$ cat src/sude_pkg.sv
package sude_pkg;

   localparam int RX_LIMIT    = 16;
   localparam int WIN_BYTES   = 8;
   localparam int CNT_W       = $clog2(RX_LIMIT + 1);
   localparam int QUEUE_DEPTH = 4;
   localparam int QPTR_W      = $clog2(QUEUE_DEPTH);
   localparam int QCNT_W      = $clog2(QUEUE_DEPTH + 1);

   localparam logic [7:0]  CRC_POLY      = 8'h07;
   localparam logic [7:0]  REPLY_ADDR    = 8'hFF;
   localparam logic [7:0]  NODE_RESET    = 8'h00;
   localparam logic [7:0]  SYNC_RESET    = 8'h05;
   localparam logic [15:0] TIMEOUT_RESET = 16'd10000;
   localparam logic [15:0] TIMER_MAX     = 16'hFFFF;

   typedef enum logic [1:0] {
      CMD_WRITE = 2'd0,
      CMD_READ  = 2'd1,
      CMD_RX    = 2'd2,
      CMD_TICK  = 2'd3
   } cmd_type;

   typedef enum logic [1:0] {
      KIND_TX   = 2'd0,
      KIND_DONE = 2'd1,
      KIND_FAIL = 2'd2
   } out_kind_type;

   typedef enum logic [1:0] {
      JOB_WRITE = 2'd0,
      JOB_READ  = 2'd1,
      JOB_DONE  = 2'd2,
      JOB_FAIL  = 2'd3
   } job_kind_type;

   typedef enum logic [1:0] {
      REG_NODE    = 2'd0,
      REG_SYNC    = 2'd1,
      REG_TIMEOUT = 2'd2
   } reg_index_type;

   typedef struct packed {
      job_kind_type kind;
      logic [7:0]   sync;
      logic [7:0]   node;
      logic [6:0]   reg_addr;
      logic [31:0]  value;
   } job_type;

   function automatic logic [7:0] crc8_byte(input logic [7:0] crc, input logic [7:0] data);
      logic [7:0] c;
      logic       fb;
      c = crc;
      for (int k = 0; k < 8; k++) begin
         fb = c[7] ^ data[k];
         c  = {c[6:0], 1'b0};
         if (fb) begin
            c = c ^ CRC_POLY;
         end
      end
      return c;
   endfunction

endpackage

$ cat src/sude_queue.sv
module sude_queue (
   input  logic             clock,
   input  logic             reset,
   input  logic             push,
   input  sude_pkg::job_type push_job,
   input  logic             pop,
   output sude_pkg::job_type head_job,
   output logic             head_valid,
   output logic             full
);
   import sude_pkg::*;

   job_type           mem [QUEUE_DEPTH];
   logic [QPTR_W-1:0] wr_ptr_ff, wr_ptr_in;
   logic [QPTR_W-1:0] rd_ptr_ff, rd_ptr_in;
   logic [QCNT_W-1:0] count_ff, count_in;
   logic              do_push, do_pop;

   assign full       = (count_ff == QCNT_W'(QUEUE_DEPTH));
   assign head_valid = (count_ff != '0);
   assign head_job   = mem[rd_ptr_ff];
   assign do_push    = push && !full;
   assign do_pop     = pop && head_valid;

   always_comb begin
      wr_ptr_in = wr_ptr_ff;
      rd_ptr_in = rd_ptr_ff;
      count_in  = count_ff;
      if (do_push) begin
         wr_ptr_in = (wr_ptr_ff == QPTR_W'(QUEUE_DEPTH - 1)) ? '0 : wr_ptr_ff + 1'b1;
      end
      if (do_pop) begin
         rd_ptr_in = (rd_ptr_ff == QPTR_W'(QUEUE_DEPTH - 1)) ? '0 : rd_ptr_ff + 1'b1;
      end
      if (do_push && !do_pop) begin
         count_in = count_ff + 1'b1;
      end else if (do_pop && !do_push) begin
         count_in = count_ff - 1'b1;
      end
   end

   always_ff @(posedge clock) begin
      if (reset) begin
         wr_ptr_ff <= '0;
         rd_ptr_ff <= '0;
         count_ff  <= '0;
      end else begin
         wr_ptr_ff <= wr_ptr_in;
         rd_ptr_ff <= rd_ptr_in;
         count_ff  <= count_in;
      end
   end

   always_ff @(posedge clock) begin
      if (do_push) begin
         mem[wr_ptr_ff] <= push_job;
      end
   end

`ifndef NO_ASSERTIONS
   a_count_bound: assert property (@(posedge clock) disable iff (reset)
      count_ff <= QCNT_W'(QUEUE_DEPTH))
      else $error("queue count overflow");
   a_ptr_gap: assert property (@(posedge clock) disable iff (reset)
      (count_ff == '0 || count_ff == QCNT_W'(QUEUE_DEPTH)) |-> (wr_ptr_ff == rd_ptr_ff))
      else $error("queue pointers disagree with count");
   a_no_drop: assert property (@(posedge clock) disable iff (reset)
      push |-> !full)
      else $error("push into full queue");
`endif

endmodule

$ cat src/sude_front.sv
module sude_front (
   input  logic              clock,
   input  logic              reset,
   input  logic              accept,
   input  logic [1:0]        command,
   input  logic [6:0]        reg_addr,
   input  logic [31:0]       write_value,
   input  logic [7:0]        rx_byte,
   input  logic [7:0]        node_address,
   input  logic [7:0]        sync_byte,
   input  logic [15:0]       timeout_ticks,
   output logic              push,
   output sude_pkg::job_type job
);
   import sude_pkg::*;

   logic              pend_ff, pend_in;
   logic [6:0]        exp_ff, exp_in;
   logic [55:0]       win_ff, win_in;
   logic [7:0]        part_ff [7];
   logic [7:0]        part_in [7];
   logic [CNT_W-1:0]  cnt_ff, cnt_in;
   logic [15:0]       timer_ff, timer_in;
   logic [CNT_W-1:0]  cnt_next;
   logic [15:0]       timer_next;
   logic              match;
   logic              shift;

   assign cnt_next   = cnt_ff + 1'b1;
   assign timer_next = (timer_ff == TIMER_MAX) ? timer_ff : timer_ff + 1'b1;
   assign match      = (cnt_next >= CNT_W'(WIN_BYTES))
                       && (win_ff[55:48] == sync_byte)
                       && (win_ff[47:40] == REPLY_ADDR)
                       && (win_ff[39:32] == {1'b0, exp_ff})
                       && (part_ff[0] == rx_byte);

   // part_ff[j] is the CRC over window bytes j..6, oldest first
   always_comb begin
      for (int j = 0; j < 6; j++) begin
         part_in[j] = shift ? crc8_byte(part_ff[j+1], rx_byte) : part_ff[j];
      end
      part_in[6] = shift ? crc8_byte(8'h00, rx_byte) : part_ff[6];
   end

   always_comb begin
      pend_in       = pend_ff;
      exp_in        = exp_ff;
      cnt_in        = cnt_ff;
      timer_in      = timer_ff;
      shift         = 1'b0;
      push          = 1'b0;
      job.kind      = JOB_FAIL;
      job.sync      = sync_byte;
      job.node      = node_address;
      job.reg_addr  = reg_addr;
      job.value     = write_value;
      if (accept) begin
         unique case (cmd_type'(command))
            CMD_WRITE: begin
               pend_in  = 1'b0;
               cnt_in   = '0;
               timer_in = '0;
               push     = 1'b1;
               job.kind = JOB_WRITE;
            end
            CMD_READ: begin
               pend_in  = 1'b1;
               exp_in   = reg_addr;
               cnt_in   = '0;
               timer_in = '0;
               push     = 1'b1;
               job.kind = JOB_READ;
            end
            CMD_RX: begin
               if (pend_ff) begin
                  if (match) begin
                     pend_in   = 1'b0;
                     cnt_in    = '0;
                     timer_in  = '0;
                     push      = 1'b1;
                     job.kind  = JOB_DONE;
                     job.value = win_ff[31:0];
                  end else if (cnt_next >= CNT_W'(RX_LIMIT)) begin
                     pend_in  = 1'b0;
                     cnt_in   = '0;
                     timer_in = '0;
                     push     = 1'b1;
                     job.kind = JOB_FAIL;
                  end else begin
                     cnt_in = cnt_next;
                     shift  = 1'b1;
                  end
               end
            end
            CMD_TICK: begin
               if (pend_ff) begin
                  if (timer_next >= timeout_ticks) begin
                     pend_in  = 1'b0;
                     cnt_in   = '0;
                     timer_in = '0;
                     push     = 1'b1;
                     job.kind = JOB_FAIL;
                  end else begin
                     timer_in = timer_next;
                  end
               end
            end
            default: begin
            end
         endcase
      end
   end

   assign win_in = shift ? {win_ff[47:0], rx_byte} : win_ff;

   always_ff @(posedge clock) begin
      if (reset) begin
         pend_ff  <= 1'b0;
         exp_ff   <= '0;
         cnt_ff   <= '0;
         timer_ff <= '0;
      end else begin
         pend_ff  <= pend_in;
         exp_ff   <= exp_in;
         cnt_ff   <= cnt_in;
         timer_ff <= timer_in;
      end
   end

   always_ff @(posedge clock) begin
      win_ff  <= win_in;
      part_ff <= part_in;
   end

`ifndef NO_ASSERTIONS
   a_idle_clear: assert property (@(posedge clock) disable iff (reset)
      !pend_ff |-> (cnt_ff == '0 && timer_ff == '0))
      else $error("idle scanner holds count or timer");
   a_cnt_limit: assert property (@(posedge clock) disable iff (reset)
      cnt_ff < CNT_W'(RX_LIMIT))
      else $error("receive count passed limit");
   a_read_arms: assert property (@(posedge clock) disable iff (reset)
      (accept && command == CMD_READ) |=> pend_ff)
      else $error("read request did not arm scanner");
   a_end_result: assert property (@(posedge clock) disable iff (reset)
      (pend_ff && accept && (command == CMD_RX || command == CMD_TICK)) ##1 !pend_ff
      |-> $past(push))
      else $error("read ended without a result");
`endif

endmodule

$ cat src/sude_back.sv
module sude_back (
   input  logic              clock,
   input  logic              reset,
   input  sude_pkg::job_type head_job,
   input  logic              head_valid,
   output logic              pop,
   output logic              rsp_valid,
   input  logic              rsp_stall,
   output logic [1:0]        rsp_kind,
   output logic [7:0]        rsp_tx_byte,
   output logic              rsp_last,
   output logic [31:0]       rsp_read_value
);
   import sude_pkg::*;

   logic        valid_ff, valid_in;
   logic [1:0]  kind_ff, kind_in;
   logic [7:0]  tx_ff, tx_in;
   logic        last_ff, last_in;
   logic [31:0] value_ff, value_in;
   logic [2:0]  idx_ff, idx_in;
   logic [7:0]  crc_ff, crc_in;
   logic        load;
   logic        is_frame;
   logic [2:0]  last_idx;
   logic        beat_last;
   logic [7:0]  frame_byte;

   assign load      = !valid_ff || !rsp_stall;
   assign is_frame  = (head_job.kind == JOB_WRITE) || (head_job.kind == JOB_READ);
   assign last_idx  = (head_job.kind == JOB_WRITE) ? 3'd7 : 3'd3;
   assign beat_last = !is_frame || (idx_ff == last_idx);
   assign pop       = load && head_valid && beat_last;

   always_comb begin
      frame_byte = crc_ff;
      case (idx_ff)
         3'd0: frame_byte = head_job.sync;
         3'd1: frame_byte = head_job.node;
         3'd2: frame_byte = {(head_job.kind == JOB_WRITE), head_job.reg_addr};
         3'd3: frame_byte = (head_job.kind == JOB_WRITE) ? head_job.value[31:24] : crc_ff;
         3'd4: frame_byte = head_job.value[23:16];
         3'd5: frame_byte = head_job.value[15:8];
         3'd6: frame_byte = head_job.value[7:0];
         default: frame_byte = crc_ff;
      endcase
   end

   always_comb begin
      valid_in = valid_ff;
      kind_in  = kind_ff;
      tx_in    = tx_ff;
      last_in  = last_ff;
      value_in = value_ff;
      idx_in   = idx_ff;
      crc_in   = crc_ff;
      if (load) begin
         valid_in = head_valid;
         if (head_valid) begin
            if (is_frame) begin
               kind_in  = KIND_TX;
               tx_in    = frame_byte;
               last_in  = beat_last;
               value_in = '0;
               idx_in   = beat_last ? 3'd0 : idx_ff + 1'b1;
               crc_in   = crc8_byte((idx_ff == 3'd0) ? 8'h00 : crc_ff, frame_byte);
            end else begin
               kind_in  = (head_job.kind == JOB_DONE) ? KIND_DONE : KIND_FAIL;
               tx_in    = '0;
               last_in  = 1'b1;
               value_in = (head_job.kind == JOB_DONE) ? head_job.value : '0;
               idx_in   = 3'd0;
            end
         end
      end
   end

   always_ff @(posedge clock) begin
      if (reset) begin
         valid_ff <= 1'b0;
         idx_ff   <= '0;
      end else begin
         valid_ff <= valid_in;
         idx_ff   <= idx_in;
      end
   end

   always_ff @(posedge clock) begin
      kind_ff  <= kind_in;
      tx_ff    <= tx_in;
      last_ff  <= last_in;
      value_ff <= value_in;
      crc_ff   <= crc_in;
   end

   assign rsp_valid      = valid_ff;
   assign rsp_kind       = kind_ff;
   assign rsp_tx_byte    = tx_ff;
   assign rsp_last       = last_ff;
   assign rsp_read_value = value_ff;

`ifndef NO_ASSERTIONS
   a_idx_frame: assert property (@(posedge clock) disable iff (reset)
      (idx_ff != 3'd0) |-> (head_valid && is_frame && idx_ff <= last_idx))
      else $error("beat index outside a frame");
   a_pop_last: assert property (@(posedge clock) disable iff (reset)
      pop |=> (valid_ff && last_ff))
      else $error("job retired without a last beat");
   a_result_kind: assert property (@(posedge clock) disable iff (reset)
      (valid_ff && kind_ff != KIND_TX) |-> (last_ff && tx_ff == '0))
      else $error("read result beat malformed");
`endif

endmodule

$ cat src/stepper_uart_datagram_engine.sv
// A request's first beat or read result goes through the job queue, then the output register.
// Throughput: one item accepted per cycle while the four-entry job queue has room; the
// back end sends one beat per cycle while rsp_stall is low; write frames are 8 beats, reads 4.
// Receive bytes and ticks that end no read queue nothing; they are taken every cycle unless full.
// Reset (synchronous): registers return to node 0, sync 0x05, timeout 10000; any read is
// dropped and the queue and output register are emptied.
module stepper_uart_datagram_engine (
   input  logic        clock,
   input  logic        reset,
   input  logic        req_valid,
   output logic        req_stall,
   input  logic [1:0]  req_command,
   input  logic [6:0]  req_reg_addr,
   input  logic [31:0] req_write_value,
   input  logic [7:0]  req_rx_byte,
   output logic        rsp_valid,
   input  logic        rsp_stall,
   output logic [1:0]  rsp_kind,
   output logic [7:0]  rsp_tx_byte,
   output logic        rsp_last,
   output logic [31:0] rsp_read_value,
   input  logic        psel,
   input  logic        penable,
   input  logic        pwrite,
   input  logic [3:0]  paddr,
   input  logic [31:0] pwdata,
   output logic [31:0] prdata,
   output logic        pready
);
   import sude_pkg::*;

   logic [7:0]  node_ff, node_in;
   logic [7:0]  sync_ff, sync_in;
   logic [15:0] timeout_ff, timeout_in;
   logic        cfg_write;
   logic        accept;
   logic        push;
   logic        pop;
   logic        full;
   logic        head_valid;
   job_type     push_job;
   job_type     head_job;

   assign pready    = 1'b1;
   assign cfg_write = psel && penable && pwrite && pready;

   always_comb begin
      node_in    = node_ff;
      sync_in    = sync_ff;
      timeout_in = timeout_ff;
      if (cfg_write) begin
         unique case (reg_index_type'(paddr[3:2]))
            REG_NODE:    node_in    = pwdata[7:0];
            REG_SYNC:    sync_in    = pwdata[7:0];
            REG_TIMEOUT: timeout_in = pwdata[15:0];
            default: begin
            end
         endcase
      end
   end

   always_comb begin
      unique case (reg_index_type'(paddr[3:2]))
         REG_NODE:    prdata = {24'h0, node_ff};
         REG_SYNC:    prdata = {24'h0, sync_ff};
         REG_TIMEOUT: prdata = {16'h0, timeout_ff};
         default:     prdata = '0;
      endcase
   end

   always_ff @(posedge clock) begin
      if (reset) begin
         node_ff    <= NODE_RESET;
         sync_ff    <= SYNC_RESET;
         timeout_ff <= TIMEOUT_RESET;
      end else begin
         node_ff    <= node_in;
         sync_ff    <= sync_in;
         timeout_ff <= timeout_in;
      end
   end

   assign req_stall = full;
   assign accept    = req_valid && !req_stall;

   sude_front u_front (
      .clock         (clock),
      .reset         (reset),
      .accept        (accept),
      .command       (req_command),
      .reg_addr      (req_reg_addr),
      .write_value   (req_write_value),
      .rx_byte       (req_rx_byte),
      .node_address  (node_ff),
      .sync_byte     (sync_ff),
      .timeout_ticks (timeout_ff),
      .push          (push),
      .job           (push_job)
   );

   sude_queue u_queue (
      .clock      (clock),
      .reset      (reset),
      .push       (push),
      .push_job   (push_job),
      .pop        (pop),
      .head_job   (head_job),
      .head_valid (head_valid),
      .full       (full)
   );

   sude_back u_back (
      .clock          (clock),
      .reset          (reset),
      .head_job       (head_job),
      .head_valid     (head_valid),
      .pop            (pop),
      .rsp_valid      (rsp_valid),
      .rsp_stall      (rsp_stall),
      .rsp_kind       (rsp_kind),
      .rsp_tx_byte    (rsp_tx_byte),
      .rsp_last       (rsp_last),
      .rsp_read_value (rsp_read_value)
   );

endmodule

$ cat config.mk
export PLATFORM = sky130hd
export DESIGN_NAME = stepper_uart_datagram_engine
export DESIGN_NICKNAME = d
export VERILOG_FILES = /design/src/sude_pkg.sv /design/src/sude_queue.sv /design/src/sude_front.sv /design/src/sude_back.sv /design/src/stepper_uart_datagram_engine.sv
export SDC_FILE = /design/constraint.sdc
export NUM_CORES = 1
export LEC_CHECK = 0
export ABC_CLOCK_PERIOD_IN_PS = 5800
export BUFFER_PORTS_ARGS = -buffer_cell sky130_fd_sc_hd__buf_2
export CAP_MARGIN = 20
export CORE_MARGIN = 2
export CORE_UTILIZATION = 41
export CTS_BUF_LIST = sky130_fd_sc_hd__clkbuf_4 sky130_fd_sc_hd__clkbuf_8 sky130_fd_sc_hd__clkbuf_16
export CTS_CLUSTER_SIZE = 30
export DETAILED_ROUTE_END_ITERATION = 8
export GPL_TIMING_DRIVEN = 0
export HOLD_SLACK_MARGIN = 0.06
export REMOVE_ABC_BUFFERS = 1
export SYNTH_ARGS = -nofsm -noshare
export SYNTH_HDL_FRONTEND = slang
export SYNTH_HIERARCHICAL = 1
export SYNTH_SLANG_ARGS = --single-unit
$ cat constraint.sdc
create_clock -name clock -period 5.8 [get_ports clock]
set_clock_uncertainty 0.1 [all_clocks]
set_input_delay 0.58 -clock clock [delete_from_list [all_inputs] [get_ports clock]]
set_output_delay 0.58 -clock clock [all_outputs]
set_load 0.005 [all_outputs]
==> impl_metrics.toml <==
[run_status]
status = "finished, final reports clean"

[clock_network]
numCtsBuffers = 49
clkTransAtPathRegs_ps = 60
htreeDepth = 2
cts_tree = "built"
clock-sinks = 465
cts-root-buf = "clkbuf_16"
ctsHoldBuffers = 0
clk_path_buf_depth = 3
clock_latency_ps = 590

[power]
net-switching-power_mw = 2.59
power.leakage_nw = 8.55
cellPowerDensity_mw_per_mm2 = 391
intPower_mw = 6.87
power_frac_seq = 0.452
irDropWorstVdd_uv = 231
switching_share = 0.273
pwr-share-clk = 0.322
combinationalPowerShare = 0.225

[worst_setup_path]
crit_required_ps = 6220
slowest_stage = "o41ai_4"
critPathLaunch = "u_front/timer_ff[0]$_SDFFE_PP0P_"
path_max_fanout = 24
crit_type = "register to register"
critPathTopFamily = "simple AND/OR/NAND/NOR gates"
worst-path-buf-inv = 2
cpPeakStageDelay_ps = 530
worstSetupStartpointType = "register"
timing.rr.start = "u_front/timer_ff[0]$_SDFFE_PP0P_"
crit_chain = "ha_1, nand4_1, nor4_4, or2_2, nor3_1, xor2_1, ha_1, o21ai_0, a211o_1, or2_2, o21a_2, o41ai_4, bufinv_8, nor2_2, ha_1, inv_1, fa_1, xor2_1, or3_1, a21oi_1"
arrival_ps = 5840
path_common_cell = "ha_1"
end_kind = "register"

[yosys]
syn_area_mm2 = 0.0213
syn_area_per_cell_um2 = 14.9
synth_cell_types = 79
synth.top_cell.area_share = 0.552
syn_inst = 1423
ys_warn_count = 6
yosysMostFrequentCell = "edfxtp_1"
ys_ff_latch = 465
synth_area_leaders = "edfxtp_1 55%, dfxtp_1 7.0%, mux4_2 6.0%, xnor2_1 4.9%, xor2_1 3.0%"
yosys.area.top_type = "edfxtp_1"
synthArstFlopShare = 0
synthFlopType = "edfxtp_1"
ys_seq_area_frac = 0.622
synth_common_cells = "391 x edfxtp_1, 120 x xnor2_1, 74 x dfxtp_1, 74 x xor2_1"
synth_edf_count = 391

[final_layout]
drive_gt1_frac = 0.239
nNetsFinal = 1661
regArea_mm2 = 0.0132
finish.utilization = 0.471
stdcell_area_mm2 = 0.0242
multi_input_area_mm2 = 0.00735
fillCellCount = 4517
syn2layout_area_growth_pct = 13.8

[routing]
via_count = 11700
ant_nets = 0
firstDrtPassIters = 6
routed_wl_um = 45500
drt_iter0_markers = 814
via_per_inst = 5.17
drcViolationCount = 0
wl_per_cell_um = 20.2

[global_route]
gr-total-overflow = 0
grt_use_total = 0.170
grt_pass1_vias = 11600
antenna_found_initial = 5
grt_max_degree = 99
grt_pass1_wl_um = 68800

[timing]
worst_pin_slew_ps = 1150
setup_viol = 0
max_slew_margin = 0.233
drv_slew = 0
period_needed_ps = 5420
final.period_utilization = 0.934
hold_viol = 0
rsz0062_at_grt = "no"
fin_setup_tns_ps = 0
fmax_mhz = 185

[die]
rows = 83
die_x_um = 232
die_area_mm2 = 0.0537
die_h_um = 232
ios = 170
core_area_mm2 = 0.0513
start_util = 0.414

[min_path]
hold_class = "input pin to register"
hp-start = "req_reg_addr[1]"

[placed_design]
dpl_cell_area_mm2 = 0.0225
io_buffers = 134
dpl.hpwl_um = 30100
gp_congestion = 0.850

[flow_run]
max-cap-violations = 0
[layout by cell type, fill, tap and decap left out, types with 19 or more instances in the layout]
cell and n:
edfxtp_1 391, buf_2 133, xnor2_1 120, xor2_1 74
dfxtp_1 72, mux2i_1 59, nand2_1 59, mux4_2 57
nor2_1 53, clkbuf_16 49, and2_1 41, nand2b_1 39
inv_1 35, a21oi_1 31, mux2_4 31, ha_1 29
nand3_1 26, clkbuf_4 19
[cell type report]
| class | count | share of cell area |
|---|---|---|
| Sequential cell | 465 | 0.547 |
| Multi-Input combinational cell | 831 | 0.304 |
| Clock buffer | 72 | 0.0589 |
| Timing Repair Buffer | 151 | 0.0409 |
| Tap cell | 680 | 0.0352 |
| Inverter | 41 | 0.00735 |
| Clock inverter | 19 | 0.00657 |
| Antenna cell | 1 | 0.000103 |
[sequential cells by signal, summed over array words and instances, names as in the netlist, named ones only]
| name | flops |
|---|---|
| u_back/crc_ff | 8 |
| node_ff | 8 |
| u_back/idx_ff | 3 |
| u_queue/wr_ptr_ff | 2 |
| u_front/win_ff | 56 |
| u_back/rsp_read_value | 32 |
| u_queue/mem | 228 |
| u_front/exp_ff | 7 |
| u_back/rsp_last | 1 |
| u_front/cnt_ff | 5 |
| timeout_ff | 16 |
| u_back/rsp_valid | 1 |
| u_front/pend_ff | 1 |
| u_front/timer_ff | 16 |
| u_back/rsp_tx_byte | 8 |
| u_back/rsp_kind | 2 |
| u_queue/count_ff | 3 |
| u_front/part_ff | 56 |
| u_queue/rd_ptr_ff | 2 |
| sync_ff | 8 |
[layer usage]
layer  up-vias  routed length, um  global-route usage
met5         -                 34                   0
met4         6               1160              0.0527
met3        80               2260              0.0328
met2       249              23100               0.294
met1      5872              19000               0.214
li1       5467                  -                   -
[timing repair]
item	in CTS	in global routing
pin swaps	2	2
endpoints found under the setup margin	209	2
buffers inserted	1	3
gates resized for setup	3	3
[worst reg2reg max path, delay by kind of cell, from the launching register on]
family / cells / cell delay, ps
xor+xnor: 2 / 340
compound gates: 5 / 1410
fa+ha+maj: 4 / 1150
buf+inv: 2 / 320
simple gates: 7 / 1680
flops: 1 / 360
[metrics by stage]
step | instances | setup WS [ps] | power [mW] | hold slack (ps)
final | 2260 | 381 | 9.46 | 126
after global routing | 2260 | 5.59 | 9.88 | 111
after CTS | 2255 | 114 | 9.55 | 91.9
after detailed placement | 2163 | -759 | 6.49 | 335
after global placement | 2151 | -2490 | 6.46 | 332
after floorplan | 1337 | 43.0 | 5.80 | 317
[kinds of logic (layout without fill, tap and decap cells)]
kind of cell	count (synthesis)	in the layout	synth area share
muxes	159	159	0.116
xor gates and xnor gates	199	199	0.0843
buffers and inverters	142	283	0.0383
AOI/OAI and AO/OA	111	111	0.0393
and+or+nand+nor	315	315	0.0812
other	2	18	0.000353
DFF	465	465	0.622
adders and majority gates	30	30	0.0180
[final timing paths]
path / end / slack [ps] / depth (start not counted)
worst max register to register: u_queue/count_ff[2]$_SDFFE_PP0P_ / 380 / 20
worst min-delay path: u_queue/mem[0][33]$_DFFE_PP_ / 130 / 1
worst min register to register: u_front/win_ff[29]$_DFFE_PP_ / 340 / 0
worst max-delay path: u_queue/count_ff[2]$_SDFFE_PP0P_ / 380 / 20
[power groups by stage]
stage          clock network, mW  logic (mW)  registers, mW
4_1_cts                     3.12        2.15           4.29
3_5_place_dp                   0        2.14           4.36
3_3_place_gp                   0        2.03           4.43
6_report                    3.05        2.13           4.28
5_1_grt                     3.24        2.32           4.32
2_1_floorplan                  0        1.42           4.38
Note: power is estimated with default switching activity, not from simulation.
